File: config.mk
export PLATFORM = sky130hd
export DESIGN_NAME = first_fit_slot_allocator
export DESIGN_NICKNAME = d
export VERILOG_FILES = /design/src/fsa_pkg.sv /design/src/first_fit_slot_allocator.sv
export SDC_FILE = /design/constraint.sdc
export NUM_CORES = 2
export LEC_CHECK = 0
export BUFFER_PORTS_ARGS = -buffer_cell sky130_fd_sc_hd__clkbuf_2
export CAP_MARGIN = 20
export CORE_UTILIZATION = 44
export CTS_CLUSTER_SIZE = 12
export DETAILED_ROUTE_END_ITERATION = 8
export PLACE_DENSITY_LB_ADDON = 0.05
export RECOVER_POWER = 100
export SLEW_MARGIN = 5
export SYNTH_ARGS = -nofsm -noshare
export SYNTH_HDL_FRONTEND = slang
export SYNTH_SLANG_ARGS = --single-unit
File: constraint.sdc
create_clock -name clk -period 9.3 [get_ports clk]
set_clock_uncertainty 0.15 [all_clocks]
set_input_delay 0.465 -clock clk [delete_from_list [all_inputs] [get_ports clk]]
set_output_delay 0.465 -clock clk [all_outputs]
set_load 0.01 [all_outputs]
File: src/fsa_pkg.sv
// Shared constants, types and helpers of the first-fit slot allocator.
package fsa_pkg;

  localparam int SLOTS      = 16;
  localparam int SLOT_W     = $clog2(SLOTS);
  // Span entries: the pool start twice, then a start and an end for each slot.
  localparam int ELEMS      = 2 * SLOTS + 2;
  localparam int ELEM_W     = $clog2(ELEMS);
  localparam int DATA_W     = 32;
  localparam int CFG_IDX_W  = 2;
  localparam int OUT_SLOT_W = 4;

  localparam logic [DATA_W-1:0] HDR_OVERHEAD = 32'd12;
  localparam logic [DATA_W-1:0] HDR_BYTES    = 32'd8;
  localparam logic [DATA_W-1:0] ALIGN_MASK   = 32'h0000_0003;
  localparam logic [DATA_W-1:0] ALIGN_KEEP   = 32'hFFFF_FFFC;
  localparam logic [DATA_W-1:0] ALIGN_STEP   = 32'd4;
  localparam logic [DATA_W-1:0] SAT_MAX      = 32'hFFFF_FFFF;

  localparam logic [CFG_IDX_W-1:0] CFG_BASE_ADDR = 2'd0;
  localparam logic [CFG_IDX_W-1:0] CFG_POOL_SIZE = 2'd1;

  localparam logic REQ_ALLOC = 1'b0;
  localparam logic REQ_FREE  = 1'b1;

  typedef enum logic [2:0] {
    ST_IDLE,
    ST_FREE,
    ST_INIT,
    ST_CAND,
    ST_SCAN,
    ST_EVAL,
    ST_FINISH
  } state_t;

  // Slot that holds a span entry; only meaningful for entries two and up.
  function automatic logic [SLOT_W-1:0] elem_slot(input logic [ELEM_W-1:0] e);
    logic [ELEM_W-2:0] tmp;
    tmp = e[ELEM_W-1:1] - 1'b1;
    return tmp[SLOT_W-1:0];
  endfunction

  // Span entries zero and one are the pool start.
  function automatic logic elem_is_base(input logic [ELEM_W-1:0] e);
    return (e[ELEM_W-1:1] == '0);
  endfunction

endpackage

File: src/first_fit_slot_allocator.sv
// Top level of the first-fit slot allocator: slot table, sequencer and datapath.
//
// Usage. The block tracks up to SLOTS objects inside a byte pool given by the
// base_addr and pool_size registers, written through cfg_we, cfg_index and
// cfg_wdata. Writing either register empties the slot table and sets the free
// byte count to the current pool size. Write configuration only while busy is
// low. An item is accepted at a rising edge where start is high and busy is
// low; busy then stays high until the result has been computed. Every item
// gives exactly one result, shown on the out_ ports for a single cycle with
// out_valid high. The receiver cannot stall, so the result must be taken in
// that cycle.
// Sequencing. A free request, and an allocate that fails on the free byte
// count or on a full table, is settled in a single state (ST_FREE or ST_INIT)
// that registers the result as it returns to idle. A fitting allocate ranks
// every span entry (the pool start twice, plus the start and end of each
// occupied slot) by scanning all entries with one shared compare unit: each
// entry passes through ST_CAND, and an entry in use is then compared with
// every entry in ST_SCAN and its gap judged in ST_EVAL; ST_INIT and ST_FINISH
// add setup and write-back. The entry-by-entry scan dominates the busy time.
// Throughput. Busy is low in the cycle of the strobe, so the next item can be
// accepted at the edge that ends it.
// Reset. rst_n clears the control registers, empties the table and zeroes the free
// byte count; no clearing pass is needed because each slot has valid bits.
module first_fit_slot_allocator (
  input  logic                             clk,
  input  logic                             rst_n,
  input  logic                             cfg_we,
  input  logic [fsa_pkg::CFG_IDX_W-1:0]    cfg_index,
  input  logic [fsa_pkg::DATA_W-1:0]       cfg_wdata,
  input  logic                             start,
  output logic                             busy,
  input  logic                             in_req_type,
  input  logic [fsa_pkg::DATA_W-1:0]       in_obj_size,
  input  logic [fsa_pkg::DATA_W-1:0]       in_obj_addr,
  input  logic [fsa_pkg::DATA_W-1:0]       in_header_index,
  output logic                             out_valid,
  output logic                             out_ok,
  output logic [fsa_pkg::DATA_W-1:0]       out_result_addr,
  output logic [fsa_pkg::OUT_SLOT_W-1:0]   out_slot_index,
  output logic [fsa_pkg::DATA_W-1:0]       out_free_bytes
);
  import fsa_pkg::*;

  // Sequencer state.
  state_t state_r, state_nxt;

  // Configuration and bookkeeping.
  logic [DATA_W-1:0] base_r, base_nxt;
  logic [DATA_W-1:0] pool_r, pool_nxt;
  logic [DATA_W-1:0] end_r, end_nxt;
  logic [DATA_W-1:0] bytes_free_r, bytes_free_nxt;

  // Slot table. Address and length are plain storage; written_r marks an entry
  // that holds an address, used_r one whose length is nonzero.
  logic [DATA_W-1:0] slot_addr_r [SLOTS];
  logic [DATA_W-1:0] slot_len_r  [SLOTS];
  logic [SLOTS-1:0]  written_r, written_nxt;
  logic [SLOTS-1:0]  used_r, used_nxt;
  logic              tbl_we;
  logic [SLOT_W-1:0] tbl_wslot;
  logic [DATA_W-1:0] tbl_waddr;
  logic [DATA_W-1:0] tbl_wlen;

  // Captured request.
  logic [DATA_W-1:0] size_r, size_nxt;
  logic [DATA_W-1:0] addr_r, addr_nxt;
  logic [DATA_W-1:0] hidx_r, hidx_nxt;

  // Ranking loop state.
  logic [ELEM_W-1:0] e_r, e_nxt;
  logic [ELEM_W-1:0] f_r, f_nxt;
  logic [DATA_W-1:0] ve_r, ve_nxt;
  logic [ELEM_W-1:0] rank_r, rank_nxt;
  logic [DATA_W-1:0] succ_r, succ_nxt;
  logic              succ_found_r, succ_found_nxt;
  logic              best_found_r, best_found_nxt;
  logic [ELEM_W-1:0] best_rank_r, best_rank_nxt;
  logic [DATA_W-1:0] best_start_r, best_start_nxt;
  logic [SLOT_W-1:0] idx_r, idx_nxt;

  // Result registers.
  logic                  out_valid_r, out_valid_nxt;
  logic                  out_ok_r, out_ok_nxt;
  logic [DATA_W-1:0]     out_addr_r, out_addr_nxt;
  logic [OUT_SLOT_W-1:0] out_slot_r, out_slot_nxt;
  logic [DATA_W-1:0]     out_free_r, out_free_nxt;

  // Shared read port of the slot table and the span entry it yields.
  logic [ELEM_W-1:0] sel_e;
  logic [SLOT_W-1:0] rd_slot;
  logic [DATA_W-1:0] rd_addr;
  logic [DATA_W-1:0] rd_len;
  logic              rd_used;
  logic [DATA_W-1:0] elem_val;
  logic              elem_valid;

  // Status for the sequencer.
  logic              accept;
  logic              no_room;
  logic              have_empty;
  logic [SLOT_W-1:0] empty_slot;
  logic              cand_valid;
  logic              scan_last;
  logic              cand_last;

  // Wide temporaries.
  logic [DATA_W:0]   need;
  logic [DATA_W-1:0] gap_end;
  logic [DATA_W:0]   gap;
  logic              fits;
  logic              f_before;
  logic [DATA_W-1:0] aligned;
  logic [DATA_W:0]   free_sum;
  logic              free_ok;

  assign busy     = (state_r != ST_IDLE);
  assign accept   = start && !busy;
  assign need     = {1'b0, size_r} + {1'b0, HDR_OVERHEAD};
  assign no_room  = (need > {1'b0, bytes_free_r});
  assign scan_last = (f_r == ELEM_W'(ELEMS - 1));
  assign cand_last = (e_r == ELEM_W'(ELEMS - 1));
  assign cand_valid = elem_valid;

  // Lowest slot whose length is zero.
  always_comb begin
    have_empty = 1'b0;
    empty_slot = '0;
    for (int s = SLOTS - 1; s >= 0; s--) begin
      if (!used_r[s]) begin
        have_empty = 1'b1;
        empty_slot = SLOT_W'(s);
      end
    end
  end

  // One table read per cycle; the state picks which entry is looked at.
  always_comb begin
    sel_e = (state_r == ST_SCAN) ? f_r : e_r;
    if (state_r == ST_FREE) begin
      rd_slot = hidx_r[SLOT_W-1:0];
    end else begin
      rd_slot = elem_slot(sel_e);
    end
    rd_addr = written_r[rd_slot] ? slot_addr_r[rd_slot] : '0;
    rd_len  = written_r[rd_slot] ? slot_len_r[rd_slot]  : '0;
    rd_used = used_r[rd_slot];
    if (elem_is_base(sel_e)) begin
      elem_val   = base_r;
      elem_valid = 1'b1;
    end else begin
      elem_val   = sel_e[0] ? (rd_addr + rd_len) : (rd_addr - HDR_BYTES);
      elem_valid = rd_used;
    end
  end

  // Gap behind the candidate entry: up to its successor, or to the pool end
  // when the candidate is the highest entry.
  always_comb begin
    gap_end = succ_found_r ? succ_r : end_r;
    gap     = (gap_end >= ve_r) ? {1'b0, gap_end - ve_r} : '0;
    fits    = rank_r[0] && (gap >= need);
  end

  assign f_before = (elem_val < ve_r) || ((elem_val == ve_r) && (f_r < e_r));

  always_comb begin
    if ((best_start_r & ALIGN_MASK) != '0) begin
      aligned = (best_start_r + ALIGN_STEP) & ALIGN_KEEP;
    end else begin
      aligned = best_start_r;
    end
  end

  assign free_ok  = (addr_r != '0) && (hidx_r < DATA_W'(SLOTS)) && (rd_addr == addr_r);
  assign free_sum = {1'b0, bytes_free_r} + {1'b0, rd_len} + {1'b0, HDR_OVERHEAD};

  // Next state.
  always_comb begin
    state_nxt = state_r;
    case (state_r)
      ST_IDLE: begin
        if (accept) begin
          state_nxt = (in_req_type == REQ_FREE) ? ST_FREE : ST_INIT;
        end
      end
      ST_FREE: begin
        state_nxt = ST_IDLE;
      end
      ST_INIT: begin
        state_nxt = (no_room || !have_empty) ? ST_IDLE : ST_CAND;
      end
      ST_CAND: begin
        if (cand_valid) begin
          state_nxt = ST_SCAN;
        end else if (cand_last) begin
          state_nxt = ST_FINISH;
        end
      end
      ST_SCAN: begin
        if (scan_last) begin
          state_nxt = ST_EVAL;
        end
      end
      ST_EVAL: begin
        state_nxt = cand_last ? ST_FINISH : ST_CAND;
      end
      ST_FINISH: begin
        state_nxt = ST_IDLE;
      end
      default: begin
        state_nxt = ST_IDLE;
      end
    endcase
  end

  // Datapath and outputs.
  always_comb begin
    base_nxt       = base_r;
    pool_nxt       = pool_r;
    end_nxt        = end_r;
    bytes_free_nxt = bytes_free_r;
    written_nxt    = written_r;
    used_nxt       = used_r;
    tbl_we         = 1'b0;
    tbl_wslot      = idx_r;
    tbl_waddr      = '0;
    tbl_wlen       = size_r;
    size_nxt       = size_r;
    addr_nxt       = addr_r;
    hidx_nxt       = hidx_r;
    e_nxt          = e_r;
    f_nxt          = f_r;
    ve_nxt         = ve_r;
    rank_nxt       = rank_r;
    succ_nxt       = succ_r;
    succ_found_nxt = succ_found_r;
    best_found_nxt = best_found_r;
    best_rank_nxt  = best_rank_r;
    best_start_nxt = best_start_r;
    idx_nxt        = idx_r;
    out_valid_nxt  = 1'b0;
    out_ok_nxt     = out_ok_r;
    out_addr_nxt   = out_addr_r;
    out_slot_nxt   = out_slot_r;
    out_free_nxt   = out_free_r;

    case (state_r)
      ST_IDLE: begin
        if (accept) begin
          size_nxt     = in_obj_size;
          addr_nxt     = in_obj_addr;
          hidx_nxt     = in_header_index;
        end
        if (cfg_we) begin
          case (cfg_index)
            CFG_BASE_ADDR: begin
              base_nxt       = cfg_wdata;
              bytes_free_nxt = pool_r;
              written_nxt    = '0;
              used_nxt       = '0;
            end
            CFG_POOL_SIZE: begin
              pool_nxt       = cfg_wdata;
              bytes_free_nxt = cfg_wdata;
              written_nxt    = '0;
              used_nxt       = '0;
            end
            default: begin
            end
          endcase
        end
      end
      ST_FREE: begin
        out_valid_nxt = 1'b1;
        out_addr_nxt  = '0;
        out_slot_nxt  = '0;
        out_ok_nxt    = free_ok;
        if (free_ok) begin
          bytes_free_nxt       = free_sum[DATA_W] ? SAT_MAX : free_sum[DATA_W-1:0];
          written_nxt[rd_slot] = 1'b0;
          used_nxt[rd_slot]    = 1'b0;
          out_free_nxt         = free_sum[DATA_W] ? SAT_MAX : free_sum[DATA_W-1:0];
        end else begin
          out_free_nxt = bytes_free_r;
        end
      end
      ST_INIT: begin
        idx_nxt        = empty_slot;
        end_nxt        = base_r + pool_r;
        e_nxt          = '0;
        best_found_nxt = 1'b0;
        if (no_room || !have_empty) begin
          out_valid_nxt = 1'b1;
          out_ok_nxt    = 1'b0;
          out_addr_nxt  = '0;
          out_slot_nxt  = '0;
          out_free_nxt  = bytes_free_r;
        end
      end
      ST_CAND: begin
        ve_nxt         = elem_val;
        rank_nxt       = '0;
        succ_found_nxt = 1'b0;
        f_nxt          = '0;
        if (!cand_valid && !cand_last) begin
          e_nxt = e_r + 1'b1;
        end
      end
      ST_SCAN: begin
        if (elem_valid && (f_r != e_r)) begin
          if (f_before) begin
            rank_nxt = rank_r + 1'b1;
          end else if (!succ_found_r || (elem_val < succ_r)) begin
            succ_nxt       = elem_val;
            succ_found_nxt = 1'b1;
          end
        end
        f_nxt = f_r + 1'b1;
      end
      ST_EVAL: begin
        if (fits && (!best_found_r || (rank_r < best_rank_r))) begin
          best_found_nxt = 1'b1;
          best_rank_nxt  = rank_r;
          best_start_nxt = ve_r;
        end
        if (!cand_last) begin
          e_nxt = e_r + 1'b1;
        end
      end
      ST_FINISH: begin
        out_valid_nxt = 1'b1;
        if (best_found_r) begin
          tbl_we              = 1'b1;
          tbl_waddr           = aligned + HDR_BYTES;
          written_nxt[idx_r]  = 1'b1;
          used_nxt[idx_r]     = (size_r != '0);
          bytes_free_nxt      = bytes_free_r - size_r - HDR_OVERHEAD;
          out_ok_nxt          = 1'b1;
          out_addr_nxt        = aligned + HDR_BYTES;
          out_slot_nxt        = OUT_SLOT_W'(idx_r);
          out_free_nxt        = bytes_free_r - size_r - HDR_OVERHEAD;
        end else begin
          out_ok_nxt   = 1'b0;
          out_addr_nxt = '0;
          out_slot_nxt = '0;
          out_free_nxt = bytes_free_r;
        end
      end
      default: begin
      end
    endcase
  end

  // Control registers.
  always_ff @(posedge clk) begin
    if (!rst_n) begin
      state_r      <= ST_IDLE;
      base_r       <= '0;
      pool_r       <= '0;
      bytes_free_r <= '0;
      written_r    <= '0;
      used_r       <= '0;
      out_valid_r  <= 1'b0;
    end else begin
      state_r      <= state_nxt;
      base_r       <= base_nxt;
      pool_r       <= pool_nxt;
      bytes_free_r <= bytes_free_nxt;
      written_r    <= written_nxt;
      used_r       <= used_nxt;
      out_valid_r  <= out_valid_nxt;
    end
  end

  // Payload registers.
  always_ff @(posedge clk) begin
    end_r        <= end_nxt;
    size_r       <= size_nxt;
    addr_r       <= addr_nxt;
    hidx_r       <= hidx_nxt;
    e_r          <= e_nxt;
    f_r          <= f_nxt;
    ve_r         <= ve_nxt;
    rank_r       <= rank_nxt;
    succ_r       <= succ_nxt;
    succ_found_r <= succ_found_nxt;
    best_found_r <= best_found_nxt;
    best_rank_r  <= best_rank_nxt;
    best_start_r <= best_start_nxt;
    idx_r        <= idx_nxt;
    out_ok_r     <= out_ok_nxt;
    out_addr_r   <= out_addr_nxt;
    out_slot_r   <= out_slot_nxt;
    out_free_r   <= out_free_nxt;
  end

  // Slot table storage.
  always_ff @(posedge clk) begin
    if (tbl_we) begin
      slot_addr_r[tbl_wslot] <= tbl_waddr;
      slot_len_r[tbl_wslot]  <= tbl_wlen;
    end
  end

  assign out_valid       = out_valid_r;
  assign out_ok          = out_ok_r;
  assign out_result_addr = out_addr_r;
  assign out_slot_index  = out_slot_r;
  assign out_free_bytes  = out_free_r;

  // A result is strobed only once the sequencer has gone back to idle.
  a_strobe_idle: assert property (@(posedge clk) disable iff (!rst_n)
    out_valid_r |-> (state_r == ST_IDLE))
    else $error("result strobe while the sequencer is still working");

  // A failed request never reports an address or a slot.
  a_fail_clean: assert property (@(posedge clk) disable iff (!rst_n)
    (out_valid_r && !out_ok_r) |-> ((out_addr_r == '0) && (out_slot_r == '0)))
    else $error("failed request reports an address or slot");

  // A slot with a nonzero length always holds an address.
  a_used_written: assert property (@(posedge clk) disable iff (!rst_n)
    ((used_r & ~written_r) == '0))
    else $error("slot marked in use without an address");

  // The rank of a candidate never exceeds the number of entries scanned.
  a_rank_bound: assert property (@(posedge clk) disable iff (!rst_n)
    (state_r == ST_SCAN) |-> (rank_r <= f_r))
    else $error("candidate rank outruns the scan");

  // A successful allocate leaves its slot written in the next cycle.
  a_alloc_write: assert property (@(posedge clk) disable iff (!rst_n)
    ((state_r == ST_FINISH) && best_found_r) |=> written_r[$past(idx_r)])
    else $error("allocated slot not recorded");

endmodule
==> impl_metrics.toml <==
[global_route]
grt.total_usage_pct = 30.9
grt_remaining_overflow = 0
grt_pass1_vias = 53672
grt_antenna_before_repair = 10
grt_first_pass_wirelength_um = 385000
largest_net_degree_at_the_start_of_global_routing = 86

[synth]
number_of_cells_produced_by_synthesis = 6694
synth_area_um2 = 74700
synth.ff_latch_count = 1479
synth-edff-count = 1347
synth_area_per_inst_um2 = 11.2
synth.top_cells.by_area = "sky130_fd_sc_hd__edfxtp_1 (54%), sky130_fd_sc_hd__ha_1 (6.1%), sky130_fd_sc_hd__nand2_1 (5.6%), sky130_fd_sc_hd__dfxtp_1 (3.5%), sky130_fd_sc_hd__nand3_1 (2.7%)"
synthDominantAreaCellType = "sky130_fd_sc_hd__edfxtp_1"
synthFlopType = "sky130_fd_sc_hd__edfxtp_1"
synth.top_cell.area_share_pct = 54.1
ys.warnings.count = 0
synth_async_sr_flop_share_pct = 0
yosysSeqAreaShare_pct = 57.7
synth.lib_cells_used.distinct = 108

[clock_tree]
clk_path_buf_depth = 3
cts-buffers-inserted = 166
clock_tree_root = "sky130_fd_sc_hd__clkbuf_16"
numClockSinks = 1479
tritoncts = "built"
clock_tree.htree_level_count = 4
cts.clk_slew.worst_paths_ps = 60
clk-insertion-delay-late_ps = 840

[min_path]
hold_class = "in2reg"

[worst_setup_path]
worst_ep_arrival_time_ps = 9480
path_class = "reg2reg"
worst-r2r-setup-slack_ps = 80
worst-endpoint-required_ps = 9560
top_fanout_value_on_the_critical_path = 40
timing.critical_path.from_type = "register"
critical_path.endpoint_type = "register"

[power_and_ir_drop]
power_report.internal_total_mw = 12.3
power_frac_comb_pct = 21.6
ir_worst_vdd_mv = 0.193
sequential_power_share_pct = 42.7
power_leakage_nw = 31.2
power.share.clock_pct = 35.7
power.density_nw_per_um2 = 205
switching_fraction_of_total_power_pct = 30.4
switching_power_mw = 5.35

[floorplan]
die_height_um = 414
ios = 206
die-width_um = 414
placementRows = 150
core_area_um2 = 168000
initial_utilization_pct = 44.5
design.die.area_um2 = 171000

[place]
placement.setup.worst_slack_ps = 346
port_buffers = 205
hpwl_um = 184000
place.gp.congestion = 0.957
placed_cells_incl_taps = 9073

[layout]
finalCoreUtilization_pct = 51.1
final_net_count = 7684
syn2layout_area_growth_pct = 14.8
most_common_cell_after_layout_fill_and_taps_aside = "sky130_fd_sc_hd__edfxtp_1"
layout.cells.most_common_list = "sky130_fd_sc_hd__edfxtp_1 (1347), sky130_fd_sc_hd__nand2_1 (1112), sky130_fd_sc_hd__nand3_1 (408)"
layout.cells.non_filler = 9519
final_layout_size_suffix_gt1_share_pct = 10.3

[route]
wire_per_inst_um = 28.7
detail-route-antenna-nets = 0
first_pass_iters = 6
num_vias = 57090
route.detailed.drc = 0
route.detailed.vias_per_inst = 6.00
drt_iter0_drc = 6765
postRouteWirelength_um = 273000

[sta]
timing.final.max_slew_violations = 1326
final_period_minus_worst_setup_slack_ps = 9220
timing.final.hold_violations = 0
final.period_utilization_pct = 99.1
setup_violating_endpoint_count_in_the_final_report = 0
worst-slew-pin-transition_ps = 3970
fmax_mhz = 108
worst_slew_margin_rel_pct = -165
layout_setup_ws_ps = 83.2

[run_status]
violations = "capacitance limit, slew limit"
status = "finished with violations"

[run]
drv.max_cap_violation_count = 41
Yosys cell counts, types with 26 or more instances:
cell type	instances
sky130_fd_sc_hd__a211oi_1	58
sky130_fd_sc_hd__a21o_1	109
sky130_fd_sc_hd__a21oi_1	328
sky130_fd_sc_hd__a311o_1	34
sky130_fd_sc_hd__a311oi_1	117
sky130_fd_sc_hd__a31oi_1	63
sky130_fd_sc_hd__and2_1	34
sky130_fd_sc_hd__and3_1	119
sky130_fd_sc_hd__buf_1	32
sky130_fd_sc_hd__buf_2	45
sky130_fd_sc_hd__clkbuf_1	238
sky130_fd_sc_hd__dfxtp_1	132
sky130_fd_sc_hd__edfxtp_1	1347
sky130_fd_sc_hd__ha_1	362
sky130_fd_sc_hd__inv_1	294
sky130_fd_sc_hd__mux2_2	45
sky130_fd_sc_hd__mux2i_1	46
sky130_fd_sc_hd__mux4_2	32
sky130_fd_sc_hd__nand2_1	1112
sky130_fd_sc_hd__nand2b_1	54
sky130_fd_sc_hd__nand3_1	409
sky130_fd_sc_hd__nand4_1	70
sky130_fd_sc_hd__nor2_1	352
sky130_fd_sc_hd__nor2b_1	53
sky130_fd_sc_hd__nor3_1	96
sky130_fd_sc_hd__nor4_1	35
sky130_fd_sc_hd__o21a_1	39
sky130_fd_sc_hd__o21ai_0	272
sky130_fd_sc_hd__o22ai_1	102
sky130_fd_sc_hd__or3_1	26
sky130_fd_sc_hd__xnor2_1	141
sky130_fd_sc_hd__xor2_1	110
logic make-up (layout without fill, tap and decap cells):
| kind of cell | count (synthesis) | in the layout | share of synthesized area, % |
|---|---|---|---|
| muxes | 125 | 125 | 2.31 |
| DFF | 1479 | 1479 | 57.7 |
| and+or+nand+nor | 2454 | 2455 | 15.0 |
| other | 1 | 40 | 0.00502 |
| xor gates and xnor gates | 252 | 252 | 2.96 |
| buffers and inverters | 648 | 1228 | 3.63 |
| AOI/OAI and AO/OA | 1368 | 1369 | 12.2 |
| adders and majority gates | 367 | 367 | 6.18 |
registers in the layout (all words and copies together), names as in the netlist, 6 cells and up:
signal           cells
best_start_r        32
used_r              16
e_r                  6
slot_addr_r        512
f_r                  6
slot_len_r         512
out_result_addr     32
ve_r                32
pool_r              32
end_r               32
succ_r              32
bytes_free_r        32
base_r              32
size_r              32
written_r           16
rank_r               6
hidx_r              32
addr_r              32
out_free_bytes      32
best_rank_r          6
worst paths after layout:
path	endpoint	startpoint	cells after the start
setup / recovery	slot_len_r[11][25]	state_r[0]	10
hold reg to reg	best_start_r[20]	ve_r[20]	0
setup reg to reg	slot_len_r[11][25]	state_r[0]	10
hold / removal	bytes_free_r[5]	rst_n	3
area by class of cell:
cell class,instances,area (um^2)
Multi-Input combinational cell,4602,29200
Clock buffer,211,4470
Timing Repair Buffer,639,4460
Antenna cell,6,15.0
Sequential cell,1479,43100
Inverter,295,1110
Tap cell,2204,2760
Fill cell,15052,82200
Clock inverter,83,614
power groups by stage:
stage / Sequential (mW) / Clock, mW / Combinational (mW)
floorplan: 7.63 / 0 / 2.15
global placement: 7.65 / 0 / 3.65
detailed placement: 7.65 / 0 / 3.66
CTS: 7.51 / 6.39 / 3.73
global route: 7.53 / 6.62 / 4.07
finish: 7.52 / 6.29 / 3.80
through the flow:
step | power [mW] | area (um^2) | hold WS, ps | setup TNS (ps)
finish | 17.6 | 85800 | 92.9 | 0
global route | 18.2 | 85700 | 81.8 | -42.1
CTS | 17.6 | 86000 | 25.9 | 0
detailed placement | 11.3 | 79700 | 289 | 0
global placement | 11.3 | 79600 | 286 | 0
floorplan | 9.77 | 74900 | 276 | 0
worst max-delay path, cell delays in order (launching register included):
cell and delay, ps:
sky130_fd_sc_hd__dfxtp_1 390, sky130_fd_sc_hd__buf_4 210, sky130_fd_sc_hd__inv_1 210, sky130_fd_sc_hd__nand2_1 90, sky130_fd_sc_hd__clkbuf_1 580, sky130_fd_sc_hd__nor2_1 490, sky130_fd_sc_hd__clkbuf_1 630, sky130_fd_sc_hd__nand2_1 1710
sky130_fd_sc_hd__nor3b_1 670, sky130_fd_sc_hd__clkbuf_1 2120, sky130_fd_sc_hd__clkbuf_2 1340
timing repair:
| action | in CTS | in global routing |
|---|---|---|
| buffers inserted | 0 | 5 |
| resized for setup | 0 | 20 |
| hold buffers | 130 | 0 |
| endpoints found under the hold margin | 162 | 0 |
| setup endpoints to repair | 0 | 33 |
layer usage:
metal / global-route usage [%] / share of wire [%] / wire length, um / vias up
met5: 0 / 0.012 / 34 / -
met4: 13.8 / 5.1 / 13900 / 6
met3: 4.76 / 7.6 / 20600 / 472
met2: 47.4 / 44 / 121000 / 2533
met1: 43.3 / 43 / 117000 / 28297
li1: - / - / - / 25782
Note: power is estimated with default switching activity, not from simulation.
